[src/hw/rtl/fcd_pkg.sv]
package fcd_pkg;

  // Widest pair index the store can need (MODULES up to 4096, two modules per row)
  localparam int unsigned PAIR_IDX_W = 11;
  localparam int unsigned WORD_W     = 16;
  localparam int unsigned ADDR_W     = 12;
  localparam logic [15:0] BASE_RESET = 16'd100;
  localparam int unsigned QUEUE_DEPTH = 2;

  typedef struct packed {
    logic [PAIR_IDX_W-1:0] pair;
    logic [WORD_W-1:0]     word;
  } fcd_entry_t;

  typedef enum logic [1:0] {
    B_IDLE,
    B_LOAD,
    B_EMIT
  } back_state_e;

endpackage

[src/hw/rtl/fcd_front.sv]
module fcd_front #(
  parameter int unsigned PAIRS = 128
) (
  input  logic               clk_i,
  input  logic               rst_ni,
  input  logic               cfg_valid_i,
  output logic               cfg_ready_o,
  input  logic [15:0]        cfg_data_i,
  input  logic               in_valid_i,
  output logic               in_ready_o,
  input  logic [15:0]        object_id_i,
  input  logic [15:0]        state_word_i,
  input  logic               q_full_i,
  input  logic               clearing_i,
  output logic               push_o,
  output fcd_pkg::fcd_entry_t entry_o
);

  logic [15:0] base_q, base_d;
  logic [16:0] diff;
  logic        in_range;

  assign cfg_ready_o = 1'b1;

  always_comb begin
    base_d = base_q;
    if (cfg_valid_i) begin
      base_d = cfg_data_i;
    end
  end

  always_ff @(posedge clk_i or negedge rst_ni) begin
    if (!rst_ni) begin
      base_q <= fcd_pkg::BASE_RESET;
    end else begin
      base_q <= base_d;
    end
  end

  // borrow bit set when the object lies below the base
  assign diff     = {1'b0, object_id_i} - {1'b0, base_q};
  assign in_range = !diff[16] && (diff[15:0] < 16'(PAIRS));

  assign in_ready_o    = !q_full_i && !clearing_i;
  assign push_o        = in_valid_i && in_ready_o && in_range;
  assign entry_o.pair  = diff[fcd_pkg::PAIR_IDX_W-1:0];
  assign entry_o.word  = state_word_i;

endmodule

[src/hw/rtl/fcd_queue.sv]
module fcd_queue (
  input  logic                clk_i,
  input  logic                rst_ni,
  input  logic                push_i,
  input  fcd_pkg::fcd_entry_t entry_i,
  input  logic                pop_i,
  output logic                full_o,
  output logic                empty_o,
  output fcd_pkg::fcd_entry_t head_o,
  output logic [1:0]          count_o
);

  fcd_pkg::fcd_entry_t slot_q [fcd_pkg::QUEUE_DEPTH];
  logic       wr_ptr_q, wr_ptr_d;
  logic       rd_ptr_q, rd_ptr_d;
  logic [1:0] count_q, count_d;

  assign full_o  = (count_q == 2'(fcd_pkg::QUEUE_DEPTH));
  assign empty_o = (count_q == 2'd0);
  assign head_o  = slot_q[rd_ptr_q];
  assign count_o = count_q;

  always_comb begin
    wr_ptr_d = wr_ptr_q;
    rd_ptr_d = rd_ptr_q;
    count_d  = count_q;
    if (push_i) begin
      wr_ptr_d = ~wr_ptr_q;
    end
    if (pop_i) begin
      rd_ptr_d = ~rd_ptr_q;
    end
    if (push_i && !pop_i) begin
      count_d = count_q + 2'd1;
    end else if (pop_i && !push_i) begin
      count_d = count_q - 2'd1;
    end
  end

  always_ff @(posedge clk_i or negedge rst_ni) begin
    if (!rst_ni) begin
      wr_ptr_q <= 1'b0;
      rd_ptr_q <= 1'b0;
      count_q  <= 2'd0;
    end else begin
      wr_ptr_q <= wr_ptr_d;
      rd_ptr_q <= rd_ptr_d;
      count_q  <= count_d;
    end
  end

  always_ff @(posedge clk_i) begin
    if (push_i) begin
      slot_q[wr_ptr_q] <= entry_i;
    end
  end

endmodule

[src/hw/rtl/fcd_back.sv]
module fcd_back #(
  parameter int unsigned PAIRS = 128
) (
  input  logic                clk_i,
  input  logic                rst_ni,
  input  logic                q_empty_i,
  input  fcd_pkg::fcd_entry_t q_head_i,
  output logic                q_pop_o,
  output logic                clearing_o,
  output logic                out_valid_o,
  input  logic                out_ready_i,
  output logic [11:0]         sensor_address_o,
  output logic                occupied_o,
  output logic                last_o
);

  localparam int unsigned PAIR_W = (PAIRS > 1) ? $clog2(PAIRS) : 1;

  logic [15:0] lvl_mem_q [PAIRS];
  logic [15:0] rd_data_q;
  logic [PAIR_W-1:0] rd_addr;

  fcd_pkg::back_state_e state_q, state_d;
  logic [PAIR_W-1:0] pair_q, pair_d;
  logic [15:0]       word_q, word_d;
  logic [15:0]       mask_q, mask_d;
  logic              clr_q, clr_d;
  logic [PAIR_W-1:0] clr_addr_q, clr_addr_d;

  logic        out_valid_q, out_valid_d;
  logic [11:0] out_addr_q, out_addr_d;
  logic        out_occ_q, out_occ_d;
  logic        out_last_q, out_last_d;

  logic [3:0]  bit_idx;
  logic [11:0] addr_sum;
  logic        out_free;
  logic        mem_we;
  logic [PAIR_W-1:0] mem_wa;
  logic [15:0] mem_wd;

  assign rd_addr    = q_head_i.pair[PAIR_W-1:0];
  assign clearing_o = clr_q;
  assign out_free   = !out_valid_q || out_ready_i;

  // lowest changed pin still pending
  always_comb begin
    bit_idx = 4'd0;
    for (int i = 15; i >= 0; i--) begin
      if (mask_q[i]) begin
        bit_idx = 4'(i);
      end
    end
  end

  // 16 * pair + pin + 1, kept to 12 bits
  assign addr_sum = 12'({pair_q, 4'b0000}) + {8'd0, bit_idx} + 12'd1;

  always_comb begin
    state_d     = state_q;
    pair_d      = pair_q;
    word_d      = word_q;
    mask_d      = mask_q;
    clr_d       = clr_q;
    clr_addr_d  = clr_addr_q;
    out_valid_d = out_valid_q;
    out_addr_d  = out_addr_q;
    out_occ_d   = out_occ_q;
    out_last_d  = out_last_q;
    q_pop_o     = 1'b0;
    mem_we      = 1'b0;
    mem_wa      = pair_q;
    mem_wd      = word_q;

    if (out_valid_q && out_ready_i) begin
      out_valid_d = 1'b0;
    end

    if (clr_q) begin
      mem_we = 1'b1;
      mem_wa = clr_addr_q;
      mem_wd = '0;
      if (clr_addr_q == PAIR_W'(PAIRS - 1)) begin
        clr_d = 1'b0;
      end else begin
        clr_addr_d = clr_addr_q + PAIR_W'(1);
      end
    end

    unique case (state_q)
      fcd_pkg::B_IDLE: begin
        if (!clr_q && !q_empty_i) begin
          q_pop_o = 1'b1;
          pair_d  = rd_addr;
          word_d  = q_head_i.word;
          state_d = fcd_pkg::B_LOAD;
        end
      end
      fcd_pkg::B_LOAD: begin
        mem_we = 1'b1;
        mask_d = rd_data_q ^ word_q;
        if ((rd_data_q ^ word_q) == 16'd0) begin
          state_d = fcd_pkg::B_IDLE;
        end else begin
          state_d = fcd_pkg::B_EMIT;
        end
      end
      fcd_pkg::B_EMIT: begin
        if (out_free) begin
          mask_d      = mask_q & ~(16'd1 << bit_idx);
          out_valid_d = 1'b1;
          out_addr_d  = addr_sum;
          out_occ_d   = word_q[bit_idx];
          out_last_d  = (mask_d == 16'd0);
          if (mask_d == 16'd0) begin
            state_d = fcd_pkg::B_IDLE;
          end
        end
      end
      default: state_d = fcd_pkg::B_IDLE;
    endcase
  end

  always_ff @(posedge clk_i or negedge rst_ni) begin
    if (!rst_ni) begin
      state_q     <= fcd_pkg::B_IDLE;
      clr_q       <= 1'b1;
      clr_addr_q  <= '0;
      out_valid_q <= 1'b0;
    end else begin
      state_q     <= state_d;
      clr_q       <= clr_d;
      clr_addr_q  <= clr_addr_d;
      out_valid_q <= out_valid_d;
    end
  end

  always_ff @(posedge clk_i) begin
    pair_q     <= pair_d;
    word_q     <= word_d;
    mask_q     <= mask_d;
    out_addr_q <= out_addr_d;
    out_occ_q  <= out_occ_d;
    out_last_q <= out_last_d;
  end

  // level store: one write port, one registered read port
  always_ff @(posedge clk_i) begin
    if (mem_we) begin
      lvl_mem_q[mem_wa] <= mem_wd;
    end
    rd_data_q <= lvl_mem_q[rd_addr];
  end

  assign out_valid_o      = out_valid_q;
  assign sensor_address_o = out_addr_q;
  assign occupied_o       = out_occ_q;
  assign last_o           = out_last_q;

endmodule

[src/hw/rtl/feedback_change_detector_top.sv]
// Occupancy change detector for feedback modules.
// s_axis carries one occupancy report per transfer; m_axis gives one transfer
// per pin that changed, low module first, pins 0..7, tlast on the final one.
// A report whose object number lies below base_object_id, or whose module
// pair falls outside the level store, is consumed with no result; so is a
// report that changes nothing.
// The cfg channel writes base_object_id (reset value 100), always ready; write
// it only while no report is in flight.
// Path to m_axis: queue slot, registered store read (load state), emit state, result register.
// Pace: a report with N changed pins (0..16) passes the back end, which reads the
// store row, writes it back and then shifts out one change per cycle while m_axis
// is ready. A two-entry queue lets the input side run ahead.
// Reset: the level store is cleared by a pass over its MODULES/2 rows, one row
// (two modules) per cycle; s_axis_tready stays low until it ends.
// A stalled m_axis holds its result register and the back end waits; the
// input keeps taking reports until the queue is full.
module feedback_change_detector_top #(
  parameter int unsigned MODULES = 256
) (
  input  logic        clk_i,
  input  logic        rst_ni,
  // config write
  input  logic        cfg_valid_i,
  output logic        cfg_ready_o,
  input  logic [15:0] cfg_data_i,
  // report input
  input  logic        s_axis_tvalid,
  output logic        s_axis_tready,
  input  logic [31:0] s_axis_tdata,   // [15:0] object_id, [31:16] state_word
  // change output
  output logic        m_axis_tvalid,
  input  logic        m_axis_tready,
  output logic [15:0] m_axis_tdata,   // [11:0] sensor_address, [12] occupied, rest zero
  output logic        m_axis_tlast
);

  localparam int unsigned PAIRS = MODULES / 2;

  logic                q_push, q_pop, q_full, q_empty, clearing;
  logic [1:0]          q_count;
  fcd_pkg::fcd_entry_t q_in, q_head;
  logic [11:0]         sensor_address;
  logic                occupied;

  fcd_front #(.PAIRS(PAIRS)) u_front (
    .clk_i        (clk_i),
    .rst_ni       (rst_ni),
    .cfg_valid_i  (cfg_valid_i),
    .cfg_ready_o  (cfg_ready_o),
    .cfg_data_i   (cfg_data_i),
    .in_valid_i   (s_axis_tvalid),
    .in_ready_o   (s_axis_tready),
    .object_id_i  (s_axis_tdata[15:0]),
    .state_word_i (s_axis_tdata[31:16]),
    .q_full_i     (q_full),
    .clearing_i   (clearing),
    .push_o       (q_push),
    .entry_o      (q_in)
  );

  fcd_queue u_queue (
    .clk_i   (clk_i),
    .rst_ni  (rst_ni),
    .push_i  (q_push),
    .entry_i (q_in),
    .pop_i   (q_pop),
    .full_o  (q_full),
    .empty_o (q_empty),
    .head_o  (q_head),
    .count_o (q_count)
  );

  fcd_back #(.PAIRS(PAIRS)) u_back (
    .clk_i            (clk_i),
    .rst_ni           (rst_ni),
    .q_empty_i        (q_empty),
    .q_head_i         (q_head),
    .q_pop_o          (q_pop),
    .clearing_o       (clearing),
    .out_valid_o      (m_axis_tvalid),
    .out_ready_i      (m_axis_tready),
    .sensor_address_o (sensor_address),
    .occupied_o       (occupied),
    .last_o           (m_axis_tlast)
  );

  assign m_axis_tdata = {3'b000, occupied, sensor_address};

  // no report taken while the store is being cleared
  a_clear_blocks_input: assert property (@(posedge clk_i) disable iff (!rst_ni)
    clearing |-> !s_axis_tready)
    else $error("report accepted during clearing pass");

  // queue never holds more than its depth
  a_queue_bound: assert property (@(posedge clk_i) disable iff (!rst_ni)
    q_count <= 2'(fcd_pkg::QUEUE_DEPTH))
    else $error("queue overflow");

  // nothing reaches the output during the clearing pass
  a_no_result_in_clear: assert property (@(posedge clk_i) disable iff (!rst_ni)
    clearing |-> (!m_axis_tvalid && q_empty))
    else $error("result produced during clearing pass");

endmodule

[config.mk]
export PLATFORM = sky130hd
export DESIGN_NAME = feedback_change_detector_top
export DESIGN_NICKNAME = d
export VERILOG_FILES = /design/src/hw/rtl/fcd_pkg.sv /design/src/hw/rtl/fcd_front.sv /design/src/hw/rtl/fcd_queue.sv /design/src/hw/rtl/fcd_back.sv /design/src/hw/rtl/feedback_change_detector_top.sv
export SDC_FILE = /design/constraint.sdc
export NUM_CORES = 2
export LEC_CHECK = 0
export BUFFER_PORTS_ARGS = -buffer_cell sky130_fd_sc_hd__clkbuf_2
export CORE_MARGIN = 8
export CORE_UTILIZATION = 40
export CTS_BUF_LIST = sky130_fd_sc_hd__clkbuf_8 sky130_fd_sc_hd__clkbuf_16
export DETAILED_ROUTE_END_ITERATION = 16
export SYNTH_ARGS = -nofsm -noshare
export SYNTH_HDL_FRONTEND = slang
export SYNTH_SLANG_ARGS = --single-unit
[constraint.sdc]
create_clock -name clk_i -period 5.4 [get_ports clk_i]
set_input_delay 0 -clock clk_i [delete_from_list [all_inputs] [get_ports clk_i]]
set_output_delay 0 -clock clk_i [all_outputs]
set_load 0.005 [all_outputs]
# == After elaboration in Yosys (flattened, before gate mapping) ==
# Memory sizes are Yosys's and may differ from the RTL's. A register that Yosys moved wholly into a read port is not among the register bits.
# Cells that the tools add are included.
# op_classes
add_sub_neg,6
mul,0
div_mod_pow,0
n_lt_le_gt_ge,2
eq_ne,7
shift,1
mux,42
bitwise_logic,6
reduce_logical,27
# op_table
cell,count
$mux W4,16
$logic_not A16 Y1,2
$mux W16,2
$pmux W16 S2,1
$sub A16 B16 Y17,1
$and A16 B16 Y16,1
$lt A16 B8 Y1 const B,1
$not A16 Y16,1
$shl A1 B4 Y16 const A,1
$xor A16 B16 Y16,1
$mux W1,14
$add A11 B4 Y12,1
$add A12 B1 Y12 const B,1
$mux W2,6
$logic_and A1 B1 Y1,8
$reduce_and A2 Y1,4
$add A7 B1 Y7 const B,1
$eq A7 B7 Y1 const B,1
$logic_not A1 Y1,7
$mux W7,1
$ne A2 B1 Y1 const B,3
$pmux W2 S3,1
$lt A4 B5 Y1 const B,1
$bmux W1 S4,1
other kinds (9),14
# totals
regBits,84
latch_bits,0
mem_bits_rw,2102
romBits,0
output_inout_bits,20
word_cells,107
memories,2
# memory_table
memory,depth,word_bits,read_ports,rd_ports_with_merged_regs,write_ports,line,source
u_back.lvl_mem_q,128,16,1,1,1,fcd_back.sv:19,logic [15:0] lvl_mem_q [PAIRS];
u_queue.slot_q,2,27,1,0,1,fcd_queue.sv:13,fcd_pkg::fcd_entry_t slot_q [fcd_pkg::QUEUE_DEPTH];

# == Depth between registers and ports, before layout ==
# logic_depth
ltp_word,23
mapped_depth,15
ltp_nobuf,15

# == Cells and area by module ==
# From an unflattened synthesis, not the netlist that was laid out.
# hier_totals
cells_unflattened,3891
hier_area_um2,85839.8
# by_module_without_submodules
module,instances,cells_per_inst,area_per_inst_um2,seq_area_each_um2
fcd_back,1,3604,82006.2,63687.3
fcd_queue,1,100,2234.6,1721.7
fcd_front,1,182,1565.3,404.1
feedback_change_detector_top,1,5,33.8,0.0

# == Worst setup path after synthesis ==
# OpenSTA, ideal clock, no wires.
# synth_timing
path_kind,reg2reg
startpoint,reg u_back.clr_q (netlist: u_back.clearing_o)
endpoint,mem u_back.lvl_mem_q[0][9] (data pin)
setup_time_ns,0.828
arrival_time_ns,4.103
t_required_ns,4.572
setup_slack_ns,0.469
stages_incl_launch_ff,5
period_less_slack_ns,4.931
path_cell_list,dfstp_2 -> clkbuf_1 -> clkbuf_1 -> clkbuf_1 -> nor2b_1
# synth_via
elab_chain_len,1
# synth_lines
element,line,source
"start, declared",fcd_back.sv:27,"logic clr_q, clr_d;"
"start signal, assigned",fcd_back.sv:132,clr_q <= clr_d;
$mux W16,fcd_back.sv:79,if (clr_q) begin
named net u_back.mem_wd[9],fcd_back.sv:40,logic [15:0] mem_wd;
"end, declared",fcd_back.sv:19,
# The timed path passes the listed nets, and every way through them passes these cells.

# == Worst setup path in the final report ==
# layout_timing
startpoint,reg u_queue.rd_ptr_q
endpoint,"reg u_back.rd_data_q[6], read port of u_back.lvl_mem_q"
# layout_via
elab_chain_len,1
# layout_lines
element,line,source
"start, declared",fcd_queue.sv:15,"logic rd_ptr_q, rd_ptr_d;"
"start signal, assigned",fcd_queue.sv:47,rd_ptr_q <= rd_ptr_d;
$mem_v2 Z2 W27,--,
"end, declared",fcd_back.sv:20,logic [15:0] rd_data_q;
# Every way passes these cells.
# A chain may end at the register's enable or synchronous reset.

==> summary.md <==
| Metric | Value |
|---|---|
| Relative slew slack | 0.0267 |
| Cell area after synthesis | 88200 um2 |
| Fraction of registers with async set or reset after synthesis | 0.0141 |
| Grt ovf | 0 |
| Crit path kind | reg2reg |
| DR top layer | met5 |
| Slew Viols, Final | 0 |
| Endpoints failing setup | 0 |
| First-pass GRT wire length | 367000 um |
| Pwr/cell area | 477 nW/um2 |
| Routed wl met2 | between 100000 and 150000 um |
| Num ports | 73 |
| 1st-pass router iterations | 8 |
| #FFs+latches synth | 2194 |
| Setup repair bufs after CTS | 0 |
| Die area | 236000 um2 |
| Largest net degree at the start of global routing | ~180 |
| Yosys warns | 0 |
| Area delta synth->final | 14.1% |
| Fin Clk Skew | around 0.045 ns |
| Leakage | around 35 nW |
| DP HPWL | 141000 um |
| Final min period | 4.45 ns |
| EDFF count, synth | ~2100 |
| GP Congestion | between 0.8 and 0.9 |
| Met1 wire length | 104000 um |
| Post-synth top flop | edfxtp_1 |
| Maximum fanout along the worst path | about 130 |
| NetSw | around 16 mW |
| RSZ-0062 raised after global routing | no |
| Comb power frac | 0.253 |
| Final wirelength | between 200000 and 300000 um |
| Met3 wire len | ~23000 um |
| Clock Latency Late Sink | 0.87 ns |
| PortBufs | 68 |
| Pre-CTS WS | between 0.9 and 1 ns |
| Status | finished clean |
| Final Hold Fails | 0 |
| Via/cell ratio | approximately 5.7 |
| Synth area leader | edfxtp_1 |
| Flop pwr share | 0.452 |
| Num CTS Buffers | 211 |
| Internal | ~32 mW |
| Commonest cells post-synth | 2147 x edfxtp_1, 1923 x nand2_1, 786 x nand3_1 |
| Max Root-Sink Buffers | 3 |
| Synth Instances | approximately 6700 |
| Sequential share of the synthesized area | 0.743 |
| Total Routing Usage GR | 0.205 |
| F_max | between 0.2 and 0.25 GHz |
| Post-synth top area share | 0.731 |
| Worst hold-check path type | in2reg |
| Clock Power Share | 0.295 |
| Share of layout cells above drive strength 1 | 0.103 |
| CTS clk-pin slew, worst paths | ~0.06 ns |
| Slew @ Worst Pin | approximately 1.5 ns |
| CP arrival | a little over 5 ns |
| Drc violations | 0 |
| Setup crit end kind | flip-flop |
| Die height | between 400 and 500 um |
| Peak VDD IR | about 0.38 mV |
| CTS H-tree depth | 4 |
| Syn_area_per_cell | 13.2 um2 |
| Vias | about 57000 |
| Post-synth cell types | 66 |
| Max-cap viol count | 0 |
| Iteration-0 DRC Markers | 6705 |
| Number of global-route vias before repair | roughly 54000 |
| Final worst-path cycle share | 0.824 |
| Most frequent cell after synthesis | edfxtp_1 |
| Crit start category | flip-flop |
| Layout fillers | 19200 |
| Worst Path Required | between 6 and 7 ns |
| Initial Util | 0.402 |
| TritonCTS clock tree | yes |
| Nets | between 7000 and 8000 |
| Sw Ratio | 0.334 |
| Main area contributors after synthesis | edfxtp_1 73%, nand2_1 8.2%, nand3_1 4.5% |
| WL/cell | about 25 um |
| Final worst setup slack | 0.949 ns |
| Routed Antenna Nets | 0 |
| # rows | 172 |
| Clock sink count | 2194 |
| Core area | between 200000 and 250000 um2 |
| Root buffer selected by CTS | clkbuf_16 |
| Setup_tns | 0 ns |
| Initial antenna violation count | 7 |
| Die W | 486 um |
==> flip-flops by register name, summed over array words and instances, names as in the netlist <==
name / cells
u_back.clearing_o: 1
u_back.clr_addr_q: 7
u_back.last_o: 1
u_back.lvl_mem_q: 2048
u_back.mask_q: 16
u_back.occupied_o: 1
u_back.out_valid_o: 1
u_back.pair_q: 7
u_back.rd_data_q: 16
u_back.sensor_address_o: 12
u_back.state_q: 2
u_back.word_q: 16
u_front.base_q: 16
u_queue.count_o: 2
u_queue.rd_ptr_q: 1
u_queue.slot_q: 46
u_queue.wr_ptr_q: 1
==> cell type report <==
| class | instances | area [um2] | area share |
|---|---|---|---|
| Antenna cell | 4 | 10.0 | 0.0000994 |
| Inverter | 46 | 205 | 0.00204 |
| Tap cell | 2871 | 3590 | 0.0357 |
| Multi-Input combinational cell | 4011 | 20600 | 0.205 |
| Timing Repair Buffer | 468 | 4020 | 0.0399 |
| Sequential cell | 2194 | 65600 | 0.651 |
| Clock buffer | 221 | 5440 | 0.0540 |
| Clock inverter | 168 | 1190 | 0.0118 |
==> cells by family (layout without fill, tap and decap cells) <==
| family | Yosys count | after routing | share of synthesized area |
|---|---|---|---|
| AOI/OAI and AO/OA | 624 | 624 | 0.0497 |
| other | 2 | 8 | 0.0000851 |
| muxes | 179 | 179 | 0.0214 |
| and+or+nand+nor | 3140 | 3140 | 0.152 |
| adders and majority gates | 25 | 25 | 0.00363 |
| xor gates and xnor gates | 39 | 39 | 0.00387 |
| buffers and inverters | 473 | 903 | 0.0258 |
| DFF | 2194 | 2194 | 0.743 |
==> power groups by stage <==
| stage | registers, mW | logic (mW) | clock network (mW) |
|---|---|---|---|
| 6_report | 21.7 | 12.1 | 14.2 |
| 5_1_grt | 21.7 | 12.9 | 15.0 |
| 4_1_cts | 21.7 | 12.0 | 14.4 |
| 3_5_place_dp | 22.0 | 11.9 | 0 |
| 3_3_place_gp | 22.0 | 11.8 | 0 |
| 2_1_floorplan | 22.0 | 6.72 | 0 |
==> what timing repair did <==
action / in CTS / in global routing
hold buffers: 112 / 0
endpoints found under the hold margin: 117 / 0
gates resized for setup: 0 / 0
==> routing by layer <==
layer / GRT usage / up-vias
li1: - / 25100
met1: 0.288 / 28600
met2: 0.320 / 2683
met3: 0.0402 / 439
met4: 0.0740 / 4
met5: 0 / -
==> critical path, stage by stage, from the launching register on <==
cell      delay (ns)
dfrtp_1         0.64
mux2i_4         0.73
buf_12          0.23
buf_12          0.43
buf_12          0.41
nand3_1         0.11
a32oi_1         0.25
a31oi_1         0.25
a21oi_1         0.89
a221oi_1        0.16
==> cells in the final DEF, fill, tap and decap left out, types with 7 or more instances in the layout <==
| cell type | instances |
|---|---|
| a211oi_1 | 19 |
| a21oi_1 | 82 |
| a221oi_1 | 62 |
| a31oi_1 | 228 |
| a32o_1 | 48 |
| a32oi_1 | 80 |
| and3_1 | 177 |
| buf_12 | 32 |
| buf_4 | 257 |
| bufinv_16 | 11 |
| clkbuf_16 | 213 |
| clkbuf_2 | 68 |
| clkbuf_8 | 8 |
| clkinv_1 | 43 |
| clkinv_2 | 38 |
| dfrtp_1 | 27 |
| dfxtp_1 | 16 |
| dlygate4sd3_1 | 111 |
| edfxtp_1 | 2147 |
| ha_1 | 24 |
| inv_1 | 98 |
| mux2_2 | 20 |
| mux2i_1 | 150 |
| nand2_1 | 1923 |
| nand2b_1 | 17 |
| nand3_1 | 785 |
| nand4_1 | 7 |
| nor2_1 | 154 |
| nor2_2 | 15 |
| nor2b_1 | 7 |
| nor2b_4 | 16 |
| nor4_1 | 8 |
| o21ai_0 | 47 |
| o22ai_1 | 19 |
| xnor2_1 | 29 |
| xor2_1 | 10 |
==> path summary, 6_finish.rpt <==
check / startpoint / endpoint / slack (ns) / cells past startpoint
min in group asynchronous: rst_ni / u_back.clearing_o$_DFF_PN1_ / 0.39 / 3
max: u_queue.rd_ptr_q$_DFFE_PN0P_ / u_back.rd_data_q[6]$_DFF_P_ / 0.95 / 9
min: s_axis_tdata[7] / u_queue.count_o[0]$_DFFE_PN0P_ / 0.20 / 8
max reg2reg: u_queue.rd_ptr_q$_DFFE_PN0P_ / u_back.rd_data_q[6]$_DFF_P_ / 0.95 / 9
max in group asynchronous: rst_ni / u_front.base_q[1]$_DFFE_PN0P_ / 4.78 / 4
min reg2reg: u_queue.count_o[1]$_DFFE_PN0P_ / u_queue.count_o[1]$_DFFE_PN0P_ / 0.52 / 1
==> metrics by stage <==
step	hold slack (ns)	util	area [um2]	cells	power, mW
finish	0.203	0.459	101000	9983	48.0
global placement	0.161	0.423	92900	9478	33.8
floorplan	-0.296	-	88200	6678	28.7
CTS	0.118	0.459	101000	9979	48.1
global route	0.218	0.459	101000	9980	49.6
detailed placement	0.176	0.423	92900	9478	34.0
No activity file was read; power rests on OpenSTA's default activity.
